## src/rtl/xalu_pkg.sv

```systemverilog
// ----------------------------------------------------------------------------
// xalu_pkg
// Shared codes, controller/datapath interface types and width helpers of
// the x86 integer alu.
// ----------------------------------------------------------------------------
package xalu_pkg;

  // operation codes
  localparam logic [3:0] OP_ADD   = 4'd0;
  localparam logic [3:0] OP_SUB   = 4'd1;
  localparam logic [3:0] OP_CMP   = 4'd2;
  localparam logic [3:0] OP_INC   = 4'd3;
  localparam logic [3:0] OP_DEC   = 4'd4;
  localparam logic [3:0] OP_NEG   = 4'd5;
  localparam logic [3:0] OP_ADC   = 4'd6;
  localparam logic [3:0] OP_SBB   = 4'd7;
  localparam logic [3:0] OP_MUL   = 4'd8;
  localparam logic [3:0] OP_IMUL1 = 4'd9;
  localparam logic [3:0] OP_IMUL2 = 4'd10;
  localparam logic [3:0] OP_IMUL3 = 4'd11;
  localparam logic [3:0] OP_DIV   = 4'd12;
  localparam logic [3:0] OP_IDIV  = 4'd13;

  // operand width codes (code three behaves as doubleword)
  localparam logic [1:0] WC_BYTE  = 2'd0;
  localparam logic [1:0] WC_WORD  = 2'd1;
  localparam logic [1:0] WC_DWORD = 2'd2;

  // controller to datapath commands
  typedef struct packed {
    logic load;
    logic exec;
    logic step;
    logic fin;
  } ctrl_cmd_t;

  // datapath to controller status
  typedef struct packed {
    logic is_div;
    logic pre_err;
    logic div_last;
  } dp_status_t;

  // operand mask at width
  function automatic logic [31:0] width_mask(input logic [1:0] wc);
    logic [31:0] m;
    case (wc)
      WC_BYTE: m = 32'h0000_00ff;
      WC_WORD: m = 32'h0000_ffff;
      default: m = 32'hffff_ffff;
    endcase
    return m;
  endfunction

  // sign bit at width
  function automatic logic [31:0] width_msb(input logic [1:0] wc);
    logic [31:0] m;
    case (wc)
      WC_BYTE: m = 32'h0000_0080;
      WC_WORD: m = 32'h0000_8000;
      default: m = 32'h8000_0000;
    endcase
    return m;
  endfunction

  // sign extension from width to 33 bits
  function automatic logic [32:0] sext33(input logic [31:0] v, input logic [1:0] wc);
    logic [32:0] r;
    case (wc)
      WC_BYTE: r = {{25{v[7]}}, v[7:0]};
      WC_WORD: r = {{17{v[15]}}, v[15:0]};
      default: r = {v[31], v};
    endcase
    return r;
  endfunction

endpackage

```

## src/rtl/xalu_ctrl.sv

```systemverilog
// ----------------------------------------------------------------------------
// xalu_ctrl
// Sequencer of the alu: load, execute, divide iterations, finish, hand off.
// ----------------------------------------------------------------------------
module xalu_ctrl (
  input  logic                  clk_i,
  input  logic                  rst_ni,
  input  logic                  in_valid_i,
  output logic                  in_ready_o,
  output logic                  out_valid_o,
  input  logic                  out_ready_i,
  input  xalu_pkg::dp_status_t  status_i,
  output xalu_pkg::ctrl_cmd_t   cmd_o
);

  localparam logic [2:0] S_IDLE = 3'd0;
  localparam logic [2:0] S_EXEC = 3'd1;
  localparam logic [2:0] S_DIV  = 3'd2;
  localparam logic [2:0] S_FIN  = 3'd3;
  localparam logic [2:0] S_DONE = 3'd4;

  logic [2:0] state_q, state_d;

  // next state
  always_comb begin
    state_d = state_q;
    case (state_q)
      S_IDLE: begin
        if (in_valid_i) state_d = S_EXEC;
      end
      S_EXEC: begin
        if (status_i.is_div && !status_i.pre_err) state_d = S_DIV;
        else state_d = S_DONE;
      end
      S_DIV: begin
        if (status_i.div_last) state_d = S_FIN;
      end
      S_FIN: state_d = S_DONE;
      S_DONE: begin
        if (out_ready_i) state_d = S_IDLE;
      end
      default: state_d = S_IDLE;
    endcase
  end

  always_ff @(posedge clk_i or negedge rst_ni) begin
    if (!rst_ni) begin
      state_q <= S_IDLE;
    end else begin
      state_q <= state_d;
    end
  end

  // handshake and datapath commands
  assign in_ready_o  = (state_q == S_IDLE);
  assign out_valid_o = (state_q == S_DONE);
  assign cmd_o.load  = in_valid_i && (state_q == S_IDLE);
  assign cmd_o.exec  = (state_q == S_EXEC);
  assign cmd_o.step  = (state_q == S_DIV);
  assign cmd_o.fin   = (state_q == S_FIN);

endmodule

```

## src/rtl/xalu_dp.sv

```systemverilog
// ----------------------------------------------------------------------------
// xalu_dp
// Datapath of the alu: operand registers, adder, multiplier, radix-2
// divider, flags register and result registers.
// ----------------------------------------------------------------------------
module xalu_dp (
  input  logic                  clk_i,
  input  logic                  rst_ni,
  input  xalu_pkg::ctrl_cmd_t   cmd_i,
  output xalu_pkg::dp_status_t  status_o,
  input  logic [3:0]            operation_i,
  input  logic [1:0]            width_code_i,
  input  logic [31:0]           dest_value_i,
  input  logic [31:0]           src_value_i,
  input  logic [31:0]           src2_value_i,
  input  logic [31:0]           acc_low_i,
  input  logic [31:0]           acc_high_i,
  output logic [31:0]           result_low_o,
  output logic [31:0]           result_high_o,
  output logic                  write_dest_o,
  output logic                  write_high_o,
  output logic                  carry_out_o,
  output logic                  overflow_out_o,
  output logic                  zero_out_o,
  output logic                  sign_out_o,
  output logic                  divide_error_o
);

  logic [3:0]  op_q;
  logic [1:0]  wc_q;
  logic [31:0] d_q, s_q, s2_q, al_q, ah_q;
  logic        cf_q, of_q, zf_q, sf_q;
  logic [31:0] lo_q, hi_q;
  logic        wd_q, wh_q, de_q;
  logic [31:0] rem_q, dvs_q, num_q, quo_q;
  logic [4:0]  cnt_q;
  logic        nneg_q, dneg_q, sdiv_q;

  logic [31:0] m, msb, d, s, s2, al, ah;

  // operand capture on an accepted beat
  always_ff @(posedge clk_i) begin
    if (cmd_i.load) begin
      op_q <= operation_i;
      wc_q <= width_code_i;
      d_q  <= dest_value_i;
      s_q  <= src_value_i;
      s2_q <= src2_value_i;
      al_q <= acc_low_i;
      ah_q <= acc_high_i;
    end
  end

  assign m   = xalu_pkg::width_mask(wc_q);
  assign msb = xalu_pkg::width_msb(wc_q);
  assign d   = d_q & m;
  assign s   = s_q & m;
  assign s2  = s2_q & m;
  assign al  = al_q & m;
  assign ah  = ah_q & m;

  // adder and subtractor
  logic [32:0] add_t, sub_v, diff_t;
  logic        add_cy, sub_bw;
  assign add_t  = {1'b0, d} + {1'b0, s} + {32'b0, (op_q == xalu_pkg::OP_ADC) & cf_q};
  assign sub_v  = {1'b0, s} + {32'b0, (op_q == xalu_pkg::OP_SBB) & cf_q};
  assign diff_t = {1'b0, d} - sub_v;
  assign sub_bw = ({1'b0, d} < sub_v);

  always_comb begin
    case (wc_q)
      xalu_pkg::WC_BYTE: add_cy = add_t[8];
      xalu_pkg::WC_WORD: add_cy = add_t[16];
      default:           add_cy = add_t[32];
    endcase
  end

  // shared signed 33x33 multiplier, unsigned forms zero extended
  logic signed [32:0] mul_a, mul_b;
  logic signed [65:0] prod;
  logic [63:0]        p;
  logic [31:0]        p_lo, p_hi;
  always_comb begin
    case (op_q)
      xalu_pkg::OP_MUL: begin
        mul_a = $signed({1'b0, d});
        mul_b = $signed({1'b0, al});
      end
      xalu_pkg::OP_IMUL1: begin
        mul_a = $signed(xalu_pkg::sext33(d, wc_q));
        mul_b = $signed(xalu_pkg::sext33(al, wc_q));
      end
      xalu_pkg::OP_IMUL3: begin
        mul_a = $signed(xalu_pkg::sext33(s2, wc_q));
        mul_b = $signed(xalu_pkg::sext33(s, wc_q));
      end
      default: begin
        mul_a = $signed(xalu_pkg::sext33(d, wc_q));
        mul_b = $signed(xalu_pkg::sext33(s, wc_q));
      end
    endcase
  end
  assign prod = mul_a * mul_b;
  assign p    = prod[63:0];
  assign p_lo = p[31:0] & m;
  always_comb begin
    case (wc_q)
      xalu_pkg::WC_BYTE: p_hi = {24'b0, p[15:8]};
      xalu_pkg::WC_WORD: p_hi = {16'b0, p[31:16]};
      default:           p_hi = p[63:32];
    endcase
  end

  // divider setup: magnitudes, high half and left-aligned low half
  logic        is_div, is_idiv, nneg, dneg, pre_err;
  logic [63:0] n64, mask2, nm;
  logic [31:0] dm, nm_hi, nm_lo;
  assign is_idiv = (op_q == xalu_pkg::OP_IDIV);
  assign is_div  = (op_q == xalu_pkg::OP_DIV) || is_idiv;
  assign nneg    = is_idiv && ((ah & msb) != 32'b0);
  assign dneg    = is_idiv && ((d & msb) != 32'b0);
  always_comb begin
    case (wc_q)
      xalu_pkg::WC_BYTE: begin
        n64   = {48'b0, ah[7:0], al[7:0]};
        mask2 = 64'h0000_0000_0000_ffff;
      end
      xalu_pkg::WC_WORD: begin
        n64   = {32'b0, ah[15:0], al[15:0]};
        mask2 = 64'h0000_0000_ffff_ffff;
      end
      default: begin
        n64   = {ah, al};
        mask2 = 64'hffff_ffff_ffff_ffff;
      end
    endcase
  end
  assign nm = nneg ? ((~n64 + 64'd1) & mask2) : n64;
  assign dm = dneg ? ((~d + 32'd1) & m) : d;
  always_comb begin
    case (wc_q)
      xalu_pkg::WC_BYTE: begin
        nm_hi = {24'b0, nm[15:8]};
        nm_lo = {nm[7:0], 24'b0};
      end
      xalu_pkg::WC_WORD: begin
        nm_hi = {16'b0, nm[31:16]};
        nm_lo = {nm[15:0], 16'b0};
      end
      default: begin
        nm_hi = nm[63:32];
        nm_lo = nm[31:0];
      end
    endcase
  end
  // a quotient of more than width bits shows as high half not below divisor
  assign pre_err = (d == 32'b0) || (nm_hi >= dm);

  // combinational results and flags, and the early divide error
  logic [31:0] lo_c, hi_c;
  logic        wd_c, wh_c, de_c, cf_c, of_c, zf_c, sf_c, ov_c;
  always_comb begin
    lo_c = '0;
    hi_c = '0;
    wd_c = 1'b0;
    wh_c = 1'b0;
    de_c = 1'b0;
    cf_c = cf_q;
    of_c = of_q;
    zf_c = zf_q;
    sf_c = sf_q;
    ov_c = (p_hi != (((p_lo & msb) != 32'b0) ? m : 32'b0));
    case (op_q)
      xalu_pkg::OP_ADD, xalu_pkg::OP_ADC: begin
        lo_c = add_t[31:0] & m;
        cf_c = add_cy;
        of_c = ((~(d ^ s) & (d ^ lo_c) & msb) != 32'b0);
        wd_c = 1'b1;
      end
      xalu_pkg::OP_SUB, xalu_pkg::OP_CMP, xalu_pkg::OP_SBB: begin
        lo_c = diff_t[31:0] & m;
        cf_c = sub_bw;
        of_c = (((d ^ s) & (d ^ lo_c) & msb) != 32'b0);
        wd_c = (op_q != xalu_pkg::OP_CMP);
      end
      xalu_pkg::OP_INC: begin
        lo_c = (d + 32'd1) & m;
        wd_c = 1'b1;
      end
      xalu_pkg::OP_DEC: begin
        lo_c = (d - 32'd1) & m;
        wd_c = 1'b1;
      end
      xalu_pkg::OP_NEG: begin
        lo_c = (~d + 32'd1) & m;
        cf_c = (d != 32'b0);
        wd_c = 1'b1;
      end
      xalu_pkg::OP_MUL, xalu_pkg::OP_IMUL3: begin
        lo_c = p_lo;
        hi_c = p_hi;
        wd_c = 1'b1;
        wh_c = (op_q == xalu_pkg::OP_MUL);
      end
      xalu_pkg::OP_IMUL1, xalu_pkg::OP_IMUL2: begin
        lo_c = p_lo;
        hi_c = p_hi;
        wd_c = 1'b1;
        wh_c = (op_q == xalu_pkg::OP_IMUL1);
        cf_c = ov_c;
        of_c = ov_c;
      end
      xalu_pkg::OP_DIV, xalu_pkg::OP_IDIV: begin
        // only latched here on a divide error
        de_c = 1'b1;
      end
      default: ;
    endcase
    // zf and sf from the low result for the flag-setting groups
    case (op_q)
      xalu_pkg::OP_ADD, xalu_pkg::OP_SUB, xalu_pkg::OP_CMP, xalu_pkg::OP_INC,
      xalu_pkg::OP_DEC, xalu_pkg::OP_NEG, xalu_pkg::OP_ADC, xalu_pkg::OP_SBB,
      xalu_pkg::OP_IMUL1, xalu_pkg::OP_IMUL2: begin
        zf_c = (lo_c == 32'b0);
        sf_c = ((lo_c & msb) != 32'b0);
      end
      default: ;
    endcase
  end

  // radix-2 restoring divide step
  logic [32:0] shifted;
  logic        ge;
  logic [32:0] sub_r;
  assign shifted = {rem_q, num_q[31]};
  assign ge      = (shifted >= {1'b0, dvs_q});
  assign sub_r   = shifted - {1'b0, dvs_q};

  always_ff @(posedge clk_i) begin
    if (cmd_i.exec) begin
      rem_q  <= nm_hi;
      dvs_q  <= dm;
      num_q  <= nm_lo;
      quo_q  <= '0;
      nneg_q <= nneg;
      dneg_q <= dneg;
      sdiv_q <= is_idiv;
      case (wc_q)
        xalu_pkg::WC_BYTE: cnt_q <= 5'd7;
        xalu_pkg::WC_WORD: cnt_q <= 5'd15;
        default:           cnt_q <= 5'd31;
      endcase
    end else if (cmd_i.step) begin
      rem_q <= ge ? sub_r[31:0] : shifted[31:0];
      quo_q <= {quo_q[30:0], ge};
      num_q <= {num_q[30:0], 1'b0};
      cnt_q <= cnt_q - 5'd1;
    end
  end

  // signed fix-up of quotient and remainder
  logic        qneg, fin_err;
  logic [31:0] q_fix, r_fix;
  assign qneg    = nneg_q ^ dneg_q;
  assign fin_err = sdiv_q && (qneg ? (quo_q > msb) : (quo_q > (msb - 32'd1)));
  assign q_fix   = qneg ? ((~quo_q + 32'd1) & m) : quo_q;
  assign r_fix   = nneg_q ? ((~rem_q + 32'd1) & m) : rem_q;

  // result registers
  always_ff @(posedge clk_i) begin
    if (cmd_i.exec && !(is_div && !pre_err)) begin
      lo_q <= lo_c;
      hi_q <= hi_c;
      wd_q <= wd_c;
      wh_q <= wh_c;
      de_q <= de_c;
    end else if (cmd_i.fin) begin
      lo_q <= fin_err ? 32'b0 : q_fix;
      hi_q <= fin_err ? 32'b0 : r_fix;
      wd_q <= !fin_err;
      wh_q <= !fin_err;
      de_q <= fin_err;
    end
  end

  // flags register
  always_ff @(posedge clk_i or negedge rst_ni) begin
    if (!rst_ni) begin
      cf_q <= 1'b0;
      of_q <= 1'b0;
      zf_q <= 1'b0;
      sf_q <= 1'b0;
    end else if (cmd_i.exec) begin
      cf_q <= cf_c;
      of_q <= of_c;
      zf_q <= zf_c;
      sf_q <= sf_c;
    end
  end

  assign status_o.is_div   = is_div;
  assign status_o.pre_err  = pre_err;
  assign status_o.div_last = (cnt_q == 5'd0);

  assign result_low_o   = lo_q;
  assign result_high_o  = hi_q;
  assign write_dest_o   = wd_q;
  assign write_high_o   = wh_q;
  assign divide_error_o = de_q;
  assign carry_out_o    = cf_q;
  assign overflow_out_o = of_q;
  assign zero_out_o     = zf_q;
  assign sign_out_o     = sf_q;

endmodule

```

## src/rtl/x86_integer_alu_with_flags.sv

```systemverilog
// One operation at a time: an accepted beat enters the execute state and, for
// a non-divide operation, its result is offered on the next cycle; no new
// beat is accepted until the result is taken. div and idiv run a radix-2
// restoring divider one quotient bit per cycle, followed by a fix-up step.
// A zero divisor or a quotient wider than the operand is found in the
// execute state and skips the iterations; a signed quotient out of range
// is caught in the fix-up. Flags CF, OF, ZF and SF reset to zero and are
// held between operations.
// ----------------------------------------------------------------------------
// x86_integer_alu_with_flags
// x86 add/sub/cmp/inc/dec/neg/adc/sbb/mul/imul/div/idiv unit with flags.
// ----------------------------------------------------------------------------
module x86_integer_alu_with_flags (
  input  logic        clk_i,
  input  logic        rst_ni,
  input  logic        in_valid_i,
  output logic        in_ready_o,
  input  logic [3:0]  operation_i,
  input  logic [1:0]  width_code_i,
  input  logic [31:0] dest_value_i,
  input  logic [31:0] src_value_i,
  input  logic [31:0] src2_value_i,
  input  logic [31:0] acc_low_i,
  input  logic [31:0] acc_high_i,
  output logic        out_valid_o,
  input  logic        out_ready_i,
  output logic [31:0] result_low_o,
  output logic [31:0] result_high_o,
  output logic        write_dest_o,
  output logic        write_high_o,
  output logic        carry_out_o,
  output logic        overflow_out_o,
  output logic        zero_out_o,
  output logic        sign_out_o,
  output logic        divide_error_o
);

  xalu_pkg::ctrl_cmd_t  cmd;
  xalu_pkg::dp_status_t status;

  // sequencer
  xalu_ctrl u_ctrl (
    .clk_i       (clk_i),
    .rst_ni      (rst_ni),
    .in_valid_i  (in_valid_i),
    .in_ready_o  (in_ready_o),
    .out_valid_o (out_valid_o),
    .out_ready_i (out_ready_i),
    .status_i    (status),
    .cmd_o       (cmd)
  );

  // datapath
  xalu_dp u_dp (
    .clk_i          (clk_i),
    .rst_ni         (rst_ni),
    .cmd_i          (cmd),
    .status_o       (status),
    .operation_i    (operation_i),
    .width_code_i   (width_code_i),
    .dest_value_i   (dest_value_i),
    .src_value_i    (src_value_i),
    .src2_value_i   (src2_value_i),
    .acc_low_i      (acc_low_i),
    .acc_high_i     (acc_high_i),
    .result_low_o   (result_low_o),
    .result_high_o  (result_high_o),
    .write_dest_o   (write_dest_o),
    .write_high_o   (write_high_o),
    .carry_out_o    (carry_out_o),
    .overflow_out_o (overflow_out_o),
    .zero_out_o     (zero_out_o),
    .sign_out_o     (sign_out_o),
    .divide_error_o (divide_error_o)
  );

endmodule

```

## config.mk

```make
export PLATFORM = sky130hd
export DESIGN_NAME = x86_integer_alu_with_flags
export DESIGN_NICKNAME = d
export VERILOG_FILES = /design/src/rtl/xalu_pkg.sv /design/src/rtl/xalu_ctrl.sv /design/src/rtl/xalu_dp.sv /design/src/rtl/x86_integer_alu_with_flags.sv
export SDC_FILE = /design/constraint.sdc
export NUM_CORES = 2
export LEC_CHECK = 0
export BUFFER_PORTS_ARGS = -buffer_cell sky130_fd_sc_hd__buf_2
export CORE_UTILIZATION = 55
export DETAILED_ROUTE_END_ITERATION = 16
export GPL_ROUTABILITY_DRIVEN = 1
export PLACE_DENSITY = 0.78
export SYNTH_ARGS = -nofsm -noshare
export SYNTH_HDL_FRONTEND = slang
export SYNTH_HIERARCHICAL = 1
export SYNTH_SLANG_ARGS = --single-unit
```

## constraint.sdc

```tcl
create_clock -name clk_i -period 11.65 [get_ports clk_i]
set_input_delay 3.495 -clock clk_i [delete_from_list [all_inputs] [get_ports clk_i]]
set_output_delay 3.495 -clock clk_i [all_outputs]
set_load 0.05 [all_outputs]
```

==> out/metrics.yaml <==
status: "finished clean"
max_clock_freq_ghz: 0.0867
postCtsHoldBufs: 0
finalCritPeriodShare: 0.990
vias: 61613
setup_tns_ps: 0
synth-main-ff-cell: "edfxtp_1"
finalWirelength_um: 287000
cts-buffers-inserted: 44
yosysSeqAreaShare: 0.160
slowest_stage: "a21o_1"
syn_nets: 9403
fp-row-count: 128
ctsLongestPathBuffers: 3
overflow: 0
place_inst: 9464
critical_path_class: "reg -> reg"
clock_skew_ps: 61.8
critPathMaxFanout: 27
nNetsFinal: 9594
place_hpwl_um: 237000
viasPerCell: 6.44
async_flop_share: 0.0186
syn_avg_cell_area_um2: 8.85
die-area_um2: 125000
synth_cells: 7698
htree_num_levels: 2
synth_cell_type_count: 114
cp.required_ps: 12120
cts.reportedPaths.clkPinSlew_ps: 70
final_util: 0.605
synth_seq_cells: 376
crit_buf_inv: 9
drive_above_1_share: 0.0983
synth_top_cell_by_area: "fa_1"
grt_pass1_vias: 61048
cp_common_cell: "fa_1"
setup_viol: 0
wl_met2_um: 118000
relSlewSlack: 0.0218
tightest_slew_ps: 1460
startpoint_type: "flip-flop"
die_w_um: 354
cts-root-buf: "clkbuf_16"
crit_family: "adder cells"
first_pass_iters: 10
r2r_slack_ps: 110
cp_data_arrival_time_ps: 12010
grt_setup_unrepaired: "false"
min_path_type: "reg -> reg"
maxCapViolCount: 0
start_util: 0.557
slowest_delay_ps: 700
coreArea_um2: 122000
synth_edf_count: 337
grt_antenna_before_repair: 33
drc: 0
numPortBuffers: 242
synth_warnings: 6
hold_viol: 0
netlist_area_um2: 68200
synth_commonest_cells: "inv_1, fa_1, nor2_1"
clock_sinks: 376
yosys.area.top_type_share: 0.332
wl_met3_um: 43300
period_needed_ps: 11540
top_layer: "met5"
ioPinCount: 243
synth_area_leaders: "fa_1, edfxtp_1, ha_1"
wl_per_cell_um: 30.1
drtAntennaViolNets: 0
met1Wirelength_um: 109000
maxSlewViolCount: 0
grt_max_degree: 75
end_kind: "flip-flop"
finalNonFillerCells: 9566
tritoncts: "yes"
finalWeightedCongestion: 1.12
die_height_um: 354
clock_latency_ps: 690
grt_first_pass_wirelength_um: 413000
drt-initial-drc-count: 8002
track_usage: 0.458
synthToLayoutAreaGrowth_pct: 8.55
synthMostInstantiatedCell: "inv_1"
layer usage:
layer	up-vias	track usage
met5	-	0
met3	864	0.165
met4	20	0.223
met1	30697	0.618
li1	25538	-
met2	4494	0.651
placed cells by master, fill, tap and decap left out, drive strengths merged, types with 38 or more instances in the layout:
cell and n:
ha 405, nand2 866, inv 1231, buf 531, nor2b 38, nor3 87
mux2i 73, nor2 970, mux2 48, a22oi 51, nand3 80, o22ai 67
a21oi 285, edfxtp 337, o21ai 297, a211oi 49, or3 45, clkbuf 54
xnor2 187, nand2b 53, a21o 109, o21a 51, and3 41, nand4 54
a31oi 43, xor2 130, fa 1130
area by class of cell:
class,count,area (µm²)
multi-input cells,5706,51400
clock buffers,53,1200
repair buffers,532,3440
inverters,1229,4620
flip-flops and latches,376,10900
clock inverters,25,298
fillers,10748,48400
diodes,20,50.0
well taps,1625,2030
sequential cells by signal, indices dropped and copies added (netlist names), 3 cells and up:
name                cells
u_dp/result_high_o     32
u_dp/result_low_o      32
u_dp/s_q               32
u_dp/rem_q             32
u_dp/d_q               32
u_ctrl/state_q          3
u_dp/cnt_q              5
u_dp/dvs_q             32
u_dp/num_q             32
u_dp/op_q               4
u_dp/ah_q              32
u_dp/al_q              32
u_dp/quo_q             32
u_dp/s2_q              32
worst paths after layout:
kind / from / end / cells after the start
max in group asynchronous: rst_ni / u_dp/overflow_out_o / 1
min in group asynchronous: rst_ni / u_ctrl/state_q[2] / 1
setup reg to reg: u_dp/op_q[3] / u_dp/overflow_out_o / 36
hold reg to reg: u_dp/num_q[10] / u_dp/num_q[11] / 1
hold / removal: u_dp/num_q[10] / u_dp/num_q[11] / 1
setup / recovery: u_dp/op_q[3] / u_dp/overflow_out_o / 36
through the flow:
stage | setup WS (ps) | area, µm² | hold slack (ps)
after floorplan | 355 | 68200 | 499
after global placement | 315 | 72300 | 511
after detailed placement | 198 | 72300 | 518
after CTS | 77.7 | 73800 | 521
after global routing | 12.5 | 73900 | 559
final | 113 | 74000 | 517
cells by family after synthesis:
group | synth area share
adders and majority gates | 0.406
buffers and inverters | 0.0898
xor gates and xnor gates | 0.0407
DFF | 0.160
AOI/OAI and AO/OA | 0.130
and+or+nand+nor | 0.154
muxes | 0.0190
what timing repair did:
item                                    CTS  global route
buffers inserted                          0             3
hold endpoints to repair                  0             0
gates resized for setup                   0            17
endpoints found under the setup margin    0             5
Power is not shown: default switching activity piles up to over one toggle a cycle in this logic, so the estimate is an artifact.
